**src/sv/trpu_pkg.sv**
```systemverilog
// ----------------------------------------------------------------------------
// trpu_pkg
// Shared types and constants of the packed pattern row unpacker.
// ----------------------------------------------------------------------------
package trpu_pkg;

	localparam int CHANNELS  = 32;
	localparam int CH_W      = $clog2(CHANNELS);
	localparam int ROWS      = 64;
	localparam int ROW_OUT_W = 6;
	localparam int ROW_CNT_W = ($clog2(ROWS + 1) > ROW_OUT_W) ? $clog2(ROWS + 1) : ROW_OUT_W;

	localparam logic [7:0] NOTE_DEF = 8'd255;
	localparam logic [7:0] INS_DEF  = 8'd0;
	localparam logic [7:0] VOL_DEF  = 8'd255;
	localparam logic [7:0] EFF_DEF  = 8'd255;
	localparam logic [7:0] DAT_DEF  = 8'd0;

	localparam logic [CH_W-1:0] LAST_CH = CH_W'(CHANNELS - 1);

	typedef struct packed {
		logic [7:0] pattern_byte;
		logic       pattern_start;
	} in_item_t;

	typedef struct packed {
		logic [5:0] row_number;
		logic [4:0] channel_number;
		logic [7:0] note_value;
		logic [7:0] instrument_value;
		logic [7:0] volume_value;
		logic [7:0] effect_value;
		logic [7:0] effect_param;
		logic       row_last;
	} out_item_t;

	typedef struct packed {
		logic restart;
		logic load_flag;
		logic wr_note;
		logic wr_ins;
		logic wr_vol;
		logic wr_eff;
		logic wr_dat;
		logic issue;
		logic end_row;
	} ctrl_cmd_t;

	typedef struct packed {
		logic       finished;
		logic       slot_free;
		logic       last_ch;
		logic [2:0] flag_ann;
	} ctrl_sts_t;

endpackage

```
**src/sv/trpu_ctrl.sv**
```systemverilog
// ----------------------------------------------------------------------------
// trpu_ctrl
// Byte parser and row drain sequencer of the pattern row unpacker.
// ----------------------------------------------------------------------------
module trpu_ctrl (
	input  logic                clk,
	input  logic                arst_n,
	input  logic                byte_valid,
	output logic                byte_stall,
	input  trpu_pkg::in_item_t  byte_item,
	input  trpu_pkg::ctrl_sts_t sts,
	output trpu_pkg::ctrl_cmd_t cmd
);

	typedef enum logic [2:0] {
		PH_FLAG,
		PH_NOTE,
		PH_INS,
		PH_VOL,
		PH_EFF,
		PH_DAT
	} phase_t;

	typedef enum logic {
		ST_PARSE,
		ST_DRAIN
	} state_t;

	phase_t phase_q;
	state_t state_q;
	phase_t cur_phase;
	phase_t nxt_phase;
	logic   acc;
	logic   live;

	// ann: flag bits 7..5; lvl: 0 after the flag, 1 after instrument, 2 after volume
	function automatic phase_t next_phase(input logic [2:0] ann, input logic [1:0] lvl);
		phase_t p;
		p = PH_FLAG;
		if (lvl == 2'd0 && ann[0]) begin
			p = PH_NOTE;
		end else if (lvl != 2'd2 && ann[1]) begin
			p = PH_VOL;
		end else if (ann[2]) begin
			p = PH_EFF;
		end
		return p;
	endfunction

	assign byte_stall = (state_q == ST_DRAIN);
	assign acc        = byte_valid && !byte_stall;
	assign live       = byte_item.pattern_start || !sts.finished;
	assign cur_phase  = byte_item.pattern_start ? PH_FLAG : phase_q;

	always_comb begin
		cmd       = '0;
		nxt_phase = phase_q;
		cmd.restart = acc && byte_item.pattern_start;
		if (acc && live) begin
			case (cur_phase)
				PH_NOTE: begin
					cmd.wr_note = 1'b1;
					nxt_phase   = PH_INS;
				end
				PH_INS: begin
					cmd.wr_ins = 1'b1;
					nxt_phase  = next_phase(sts.flag_ann, 2'd1);
				end
				PH_VOL: begin
					cmd.wr_vol = 1'b1;
					nxt_phase  = next_phase(sts.flag_ann, 2'd2);
				end
				PH_EFF: begin
					cmd.wr_eff = 1'b1;
					nxt_phase  = PH_DAT;
				end
				PH_DAT: begin
					cmd.wr_dat = 1'b1;
					nxt_phase  = PH_FLAG;
				end
				default: begin
					if (byte_item.pattern_byte != 8'd0) begin
						cmd.load_flag = 1'b1;
						nxt_phase     = next_phase(byte_item.pattern_byte[7:5], 2'd0);
					end else begin
						nxt_phase = PH_FLAG;
					end
				end
			endcase
		end
		if (state_q == ST_DRAIN) begin
			cmd.issue   = sts.slot_free;
			cmd.end_row = sts.slot_free && sts.last_ch;
		end
	end

	always_ff @(posedge clk or negedge arst_n) begin
		if (!arst_n) begin
			phase_q <= PH_FLAG;
			state_q <= ST_PARSE;
		end else begin
			case (state_q)
				ST_PARSE: begin
					if (acc && live) begin
						phase_q <= nxt_phase;
						// zero flag byte closes the row
						if (cur_phase == PH_FLAG && byte_item.pattern_byte == 8'd0) begin
							state_q <= ST_DRAIN;
						end
					end else if (cmd.restart) begin
						phase_q <= PH_FLAG;
					end
				end
				ST_DRAIN: begin
					if (cmd.end_row) begin
						state_q <= ST_PARSE;
					end
				end
				default: begin
					state_q <= ST_PARSE;
				end
			endcase
		end
	end

endmodule

```
**src/sv/trpu_dp.sv**
```systemverilog
// ----------------------------------------------------------------------------
// trpu_dp
// Row store, held flag, row counter and output register of the unpacker.
// ----------------------------------------------------------------------------
module trpu_dp (
	input  logic                clk,
	input  logic                arst_n,
	input  trpu_pkg::in_item_t  byte_item,
	input  trpu_pkg::ctrl_cmd_t cmd,
	output trpu_pkg::ctrl_sts_t sts,
	output logic                entry_valid,
	input  logic                entry_stall,
	output trpu_pkg::out_item_t entry_item
);

	logic [7:0] note_q [trpu_pkg::CHANNELS];
	logic [7:0] ins_q  [trpu_pkg::CHANNELS];
	logic [7:0] vol_q  [trpu_pkg::CHANNELS];
	logic [7:0] eff_q  [trpu_pkg::CHANNELS];
	logic [7:0] dat_q  [trpu_pkg::CHANNELS];

	logic [trpu_pkg::CHANNELS-1:0]  note_vld_q;
	logic [trpu_pkg::CHANNELS-1:0]  ins_vld_q;
	logic [trpu_pkg::CHANNELS-1:0]  vol_vld_q;
	logic [trpu_pkg::CHANNELS-1:0]  eff_vld_q;
	logic [trpu_pkg::CHANNELS-1:0]  dat_vld_q;

	logic [7:0]                     flag_q;
	logic [trpu_pkg::ROW_CNT_W-1:0] row_cnt_q;
	logic [trpu_pkg::CH_W-1:0]      dcnt_q;
	logic                           out_valid_q;
	trpu_pkg::out_item_t            out_q;
	trpu_pkg::out_item_t            rd_item;
	logic [trpu_pkg::CH_W-1:0]      wr_ch;
	logic                           clear_vld;

	assign wr_ch     = flag_q[trpu_pkg::CH_W-1:0];
	assign clear_vld = cmd.restart || cmd.end_row;

	// store payload, no reset
	always_ff @(posedge clk) begin
		if (cmd.wr_note) note_q[wr_ch] <= byte_item.pattern_byte;
		if (cmd.wr_ins)  ins_q[wr_ch]  <= byte_item.pattern_byte;
		if (cmd.wr_vol)  vol_q[wr_ch]  <= byte_item.pattern_byte;
		if (cmd.wr_eff)  eff_q[wr_ch]  <= byte_item.pattern_byte;
		if (cmd.wr_dat)  dat_q[wr_ch]  <= byte_item.pattern_byte;
	end

	// a field without its valid bit reads as the default
	always_ff @(posedge clk or negedge arst_n) begin
		if (!arst_n) begin
			note_vld_q <= '0;
			ins_vld_q  <= '0;
			vol_vld_q  <= '0;
			eff_vld_q  <= '0;
			dat_vld_q  <= '0;
		end else if (clear_vld) begin
			note_vld_q <= '0;
			ins_vld_q  <= '0;
			vol_vld_q  <= '0;
			eff_vld_q  <= '0;
			dat_vld_q  <= '0;
		end else begin
			if (cmd.wr_note) note_vld_q[wr_ch] <= 1'b1;
			if (cmd.wr_ins)  ins_vld_q[wr_ch]  <= 1'b1;
			if (cmd.wr_vol)  vol_vld_q[wr_ch]  <= 1'b1;
			if (cmd.wr_eff)  eff_vld_q[wr_ch]  <= 1'b1;
			if (cmd.wr_dat)  dat_vld_q[wr_ch]  <= 1'b1;
		end
	end

	always_ff @(posedge clk or negedge arst_n) begin
		if (!arst_n) begin
			flag_q    <= '0;
			row_cnt_q <= '0;
			dcnt_q    <= '0;
		end else begin
			// a flag byte that starts a pattern wins over the clear
			if (cmd.load_flag) begin
				flag_q <= byte_item.pattern_byte;
			end else if (cmd.restart || cmd.end_row) begin
				flag_q <= '0;
			end
			if (cmd.restart) begin
				row_cnt_q <= '0;
			end else if (cmd.end_row) begin
				row_cnt_q <= row_cnt_q + 1'b1;
			end
			// wraps to channel zero after the last channel
			if (cmd.issue) begin
				dcnt_q <= dcnt_q + 1'b1;
			end
		end
	end

	always_comb begin
		rd_item.row_number       = row_cnt_q[trpu_pkg::ROW_OUT_W-1:0];
		rd_item.channel_number   = dcnt_q;
		rd_item.note_value       = note_vld_q[dcnt_q] ? note_q[dcnt_q] : trpu_pkg::NOTE_DEF;
		rd_item.instrument_value = ins_vld_q[dcnt_q]  ? ins_q[dcnt_q]  : trpu_pkg::INS_DEF;
		rd_item.volume_value     = vol_vld_q[dcnt_q]  ? vol_q[dcnt_q]  : trpu_pkg::VOL_DEF;
		rd_item.effect_value     = eff_vld_q[dcnt_q]  ? eff_q[dcnt_q]  : trpu_pkg::EFF_DEF;
		rd_item.effect_param     = dat_vld_q[dcnt_q]  ? dat_q[dcnt_q]  : trpu_pkg::DAT_DEF;
		rd_item.row_last         = (dcnt_q == trpu_pkg::LAST_CH);
	end

	always_ff @(posedge clk or negedge arst_n) begin
		if (!arst_n) begin
			out_valid_q <= 1'b0;
		end else if (cmd.issue) begin
			out_valid_q <= 1'b1;
		end else if (!entry_stall) begin
			out_valid_q <= 1'b0;
		end
	end

	always_ff @(posedge clk) begin
		if (cmd.issue) begin
			out_q <= rd_item;
		end
	end

	assign entry_valid   = out_valid_q;
	assign entry_item    = out_q;
	assign sts.slot_free = !out_valid_q || !entry_stall;
	assign sts.last_ch   = (dcnt_q == trpu_pkg::LAST_CH);
	assign sts.finished  = (row_cnt_q >= trpu_pkg::ROW_CNT_W'(trpu_pkg::ROWS));
	assign sts.flag_ann  = flag_q[7:5];

	a_issue_free: assert property (@(posedge clk) disable iff (!arst_n)
		cmd.issue |-> sts.slot_free)
		else $error("entry issued into an occupied output register");

	a_no_wr_drain: assert property (@(posedge clk) disable iff (!arst_n)
		cmd.issue |-> !(cmd.wr_note || cmd.wr_ins || cmd.wr_vol || cmd.wr_eff || cmd.wr_dat))
		else $error("row store written while draining");

	a_row_bound: assert property (@(posedge clk) disable iff (!arst_n)
		row_cnt_q <= trpu_pkg::ROW_CNT_W'(trpu_pkg::ROWS))
		else $error("row counter past pattern length");

	a_last_wrap: assert property (@(posedge clk) disable iff (!arst_n)
		cmd.end_row |=> (dcnt_q == '0) && out_q.row_last && (note_vld_q == '0))
		else $error("row end did not wrap drain counter and clear store");

endmodule

```
**src/sv/tracker_pattern_row_unpacker.sv**
```systemverilog
// ----------------------------------------------------------------------------
// tracker_pattern_row_unpacker
// Decodes a packed tracker pattern stream into per-channel row entries.
// ----------------------------------------------------------------------------
// Input stalls only while a row drains; otherwise flag and payload bytes are accepted.
// A zero flag byte drains the 32-entry row store through the output register, one
// entry per cycle while the output is not stalled, starting once the drain state is entered.
// Throughput is set by the drain: one entry per cycle when the output is not stalled.
// Asynchronous active-low reset clears parser, row counter and store valid bits.
module tracker_pattern_row_unpacker (
	input  logic                clk,
	input  logic                arst_n,
	input  logic                byte_valid,
	output logic                byte_stall,
	input  trpu_pkg::in_item_t  byte_item,
	output logic                entry_valid,
	input  logic                entry_stall,
	output trpu_pkg::out_item_t entry_item
);

	trpu_pkg::ctrl_cmd_t cmd;
	trpu_pkg::ctrl_sts_t sts;

	trpu_ctrl u_ctrl (
		.clk        (clk),
		.arst_n     (arst_n),
		.byte_valid (byte_valid),
		.byte_stall (byte_stall),
		.byte_item  (byte_item),
		.sts        (sts),
		.cmd        (cmd)
	);

	trpu_dp u_dp (
		.clk         (clk),
		.arst_n      (arst_n),
		.byte_item   (byte_item),
		.cmd         (cmd),
		.sts         (sts),
		.entry_valid (entry_valid),
		.entry_stall (entry_stall),
		.entry_item  (entry_item)
	);

endmodule
```
**config.mk**
```make
export PLATFORM = sky130hd
export DESIGN_NAME = tracker_pattern_row_unpacker
export DESIGN_NICKNAME = d
export VERILOG_FILES = /design/src/sv/trpu_pkg.sv /design/src/sv/trpu_ctrl.sv /design/src/sv/trpu_dp.sv /design/src/sv/tracker_pattern_row_unpacker.sv
export SDC_FILE = /design/constraint.sdc
export NUM_CORES = 2
export LEC_CHECK = 0
export BUFFER_PORTS_ARGS = -buffer_cell sky130_fd_sc_hd__buf_2
export CORE_AREA = 5 5 335 337
export DETAILED_ROUTE_END_ITERATION = 7
export DIE_AREA = 0 0 340 342
export PLACE_DENSITY = 0.85
export SLEW_MARGIN = 15
export SYNTH_ARGS = -nofsm -noshare
export SYNTH_HDL_FRONTEND = slang
export SYNTH_SLANG_ARGS = --single-unit
```
**constraint.sdc**
```tcl
create_clock -name clk -period 4.5 [get_ports clk]
set_input_delay 0.45 -clock clk [delete_from_list [all_inputs] [get_ports clk]]
set_output_delay 0.45 -clock clk [all_outputs]
set_load 0.01 [all_outputs]
```
==> impl_metrics.json <==
{
  "grt_max_degree": 173,
  "dp.cells": 4380,
  "hold_slack_ns": 0.07235,
  "h-tree-depth": 4,
  "synth_nets": 2960,
  "fin_crit_ns": 3.776,
  "r2r_cells": 4,
  "drive_gt1_frac": 0.2300,
  "worst_setup_path_end_kind": "flop",
  "netlist_top_cells_count": "edfxtp_1, mux4_2, nor2_1",
  "relSlewSlack": 0.1626,
  "cts-root-buf": "clkbuf_16",
  "max_slew.worst_pin.slew_ns": 1.251,
  "insertion_delay_ns": 0.77,
  "required_ns": 4.92,
  "syn_avg_cell_area_sq_um": 20.14,
  "critPathLaunchType": "flop",
  "grt_antenna_before_repair": 6,
  "hold_end": "u_ctrl.phase_q[1]",
  "hold_viol": 0,
  "holdCritStartpoint": "byte_item[0]",
  "worst-setup-path-type": "flop to flop",
  "finish.instance_area_sq_mm": 0.06651,
  "drc": 0,
  "slew_violations": 0,
  "final_cells": 4658,
  "via_count": 31460,
  "synthArstFlopShare": 0.1214,
  "synthToLayoutAreaGrowth_pct": 12.18,
  "dp_hpwl_um": 86530,
  "rsz0062_at_grt": "no",
  "cp.arrival_ns": 4.20,
  "post_dp_cell_area_sq_mm": 0.06160,
  "synth_seq_cells": 1516,
  "clk_pin_slew_worst_paths_ns": 0.06,
  "timing.final.crit_share": 0.8390,
  "yosysMostFrequentCell": "edfxtp_1",
  "wl_per_cell_um": 32.31,
  "synth_top_cell_by_area": "edfxtp_1",
  "fmax_mhz": 264.9,
  "fin_worst_skew_ns": 0.03066,
  "drt_wl_total_um": 150500,
  "synthTopCellsByArea": "edfxtp_1, mux4_2, dfrtp_1",
  "tns_ns": 0,
  "cts_tree": "built",
  "synth_area_sq_mm": 0.05928,
  "drt_iter0_markers": 5075,
  "grt_pass1_vias": 32130,
  "cp_max_fo": 48,
  "start_util": 0.5461,
  "hold_path.class": "input pin to flop",
  "cts_buffer_depth": 3,
  "synthCells": 2944,
  "power_density_mw_per_mm2": 581.8,
  "grt_pass1_wl_um": 220500,
  "fp.dieW_um": 340,
  "io_pins": 67,
  "gp_congestion": 0.8642,
  "cts_sinks": 1516,
  "vias_per_cell": 6.754,
  "ys_seq_area_frac": 0.7524,
  "r2r-start": "u_dp.dcnt_q[2]",
  "maxCapViolations": 0,
  "nNetsFinal": 3134,
  "cts_buffers": 147,
  "worstReg2RegEnd": "u_dp.entry_item[19]",
  "dr.pass1.iters": 7,
  "track_usage": 0.2600,
  "status": "completed",
  "reg2reg_slack_ns": 0.72,
  "port-buffer-count": 66,
  "finalSetupViolations": 0,
  "antenna_left": 0,
  "leakage_uw": 0.02236,
  "dieHeight_um": 342,
  "dieArea_sq_mm": 0.1163,
  "synthDistinctLibCells": 52,
  "ys.flop_type": "edfxtp_1",
  "synth_top_area_frac": 0.6747,
  "vdd_drop_max_uv": 383.5,
  "totalPowerFinal_uw": 38690,
  "hold_depth": 3,
  "grt_overflow": 0,
  "yosysWarnings": 0,
  "num_rows": 121,
  "synth_edf_count": 1332,
  "core-area_sq_mm": 0.1086
}
==> stage by stage <==
step / utilization / setup slack [ns]
final: 0.6127 / 0.7244
after global routing: 0.6126 / 0.6954
after CTS: 0.6124 / 0.9155
after detailed placement: 0.5674 / 1.148
after global placement: 0.5674 / 1.258
after floorplan: - / 1.077
==> cell usage in the layout (no fill, tap or decap), drive strengths merged, types with 4 or more instances in the layout <==
cell / Yosys / routed
a32oi: 24 / 24
clkinv: 0 / 50
diode: 0 / 5
o22ai: 4 / 4
inv: 11 / 17
nand2b: 22 / 22
bufinv: 0 / 12
o211a: 5 / 5
nand2: 113 / 113
a22oi: 38 / 38
nand4: 4 / 4
nor2b: 12 / 12
xor2: 5 / 5
o21ai: 43 / 43
edfxtp: 1332 / 1332
a21boi: 8 / 8
a221oi: 25 / 25
nor2: 195 / 195
or3: 6 / 6
xnor2: 4 / 4
mux4: 348 / 348
buf: 109 / 198
o2111ai: 4 / 4
nor3b: 4 / 4
dfrtp: 184 / 184
o21a: 160 / 160
clkbuf: 67 / 202
and3: 21 / 21
mux2i: 119 / 119
and2: 6 / 6
o31ai: 7 / 7
nand3: 24 / 24
a21oi: 15 / 15
o211ai: 7 / 7
==> critical path, stage by stage, from the launching register on <==
cell and delay, ns:
dfrtp_4 1.01, and2_1 0.87, a221oi_1 0.24, o211ai_1 0.90
o2111ai_1 0.30
==> report_power, final <==
part | switching [uW] | internal, uW | leakage [uW]
Clock | 5210 | 7170 | 0.00238
Sequential | 712 | 15700 | 0.0145
Combinational | 5570 | 4310 | 0.00549
==> how the worst max path moves through the flow <==
stage                          start             endpoint  slack (ns)
global route          u_dp.dcnt_q[2]  u_dp.entry_item[19]        0.70
finish                u_dp.dcnt_q[2]  u_dp.entry_item[19]        0.72
detailed placement    u_dp.dcnt_q[2]  u_dp.entry_item[19]        1.15
floorplan           u_dp.entry_valid   u_dp.dat_vld_q[10]        1.08
CTS                   u_dp.dcnt_q[2]  u_dp.entry_item[19]        0.92
global placement      u_dp.dcnt_q[0]  u_dp.note_vld_q[29]        1.26
==> kinds of logic (layout without fill, tap and decap cells) <==
family | after synthesis | count (layout) | share of synthesized area
other cells | 0 | 5 | 0
xor+xnor | 9 | 9 | 0.001330
compound gates | 342 | 342 | 0.04215
buf+inv | 188 | 483 | 0.01807
flops | 1516 | 1516 | 0.7524
simple gates | 417 | 417 | 0.03075
mux | 469 | 469 | 0.1547
fa+ha+maj | 3 | 3 | 0.0006332
==> sequential cells by signal (all words and copies together) (netlist names) <==
name	count
u_dp.vol_q	256
u_dp.eff_vld_q	32
u_dp.row_cnt_q	7
u_dp.note_vld_q	32
u_dp.flag_q	7
u_dp.dat_q	256
u_dp.note_q	256
u_dp.eff_q	256
u_dp.dat_vld_q	32
u_dp.entry_item	52
u_dp.ins_q	256
u_ctrl.phase_q	3
u_ctrl.byte_stall	1
u_dp.ins_vld_q	32
u_dp.vol_vld_q	32
u_dp.entry_valid	1
u_dp.dcnt_q	5
==> final cells by class <==
cell class	instances	area [sq um]
Antenna cell	5	12.51
Clock buffer	201	4149
Timing Repair Buffer	202	1563
Multi-Input combinational cell	1240	13640
Inverter	11	43.79
Fill cell	6814	42050
Clock inverter	69	704.4
Sequential cell	1516	44620
Tap cell	1414	1769
==> layer usage <==
metal / vias up / global-route usage / wire length, um
met5: - / 0.005833 / 82
met4: 4 / 0.1079 / 7083
met3: 428 / 0.07186 / 17190
met2: 2392 / 0.4177 / 72930
met1: 16300 / 0.3404 / 53230
li1: 12340 / - / -
==> repair_timing <==
| action | CTS | global route |
|---|---|---|
| setup endpoints to repair | 0 | 0 |
| buffers inserted | 0 | 0 |
| hold buffers | 3 | 0 |
| resized for setup | 0 | 0 |
| endpoints found under the hold margin | 17 | 0 |
(Power assumes the default switching activity.)
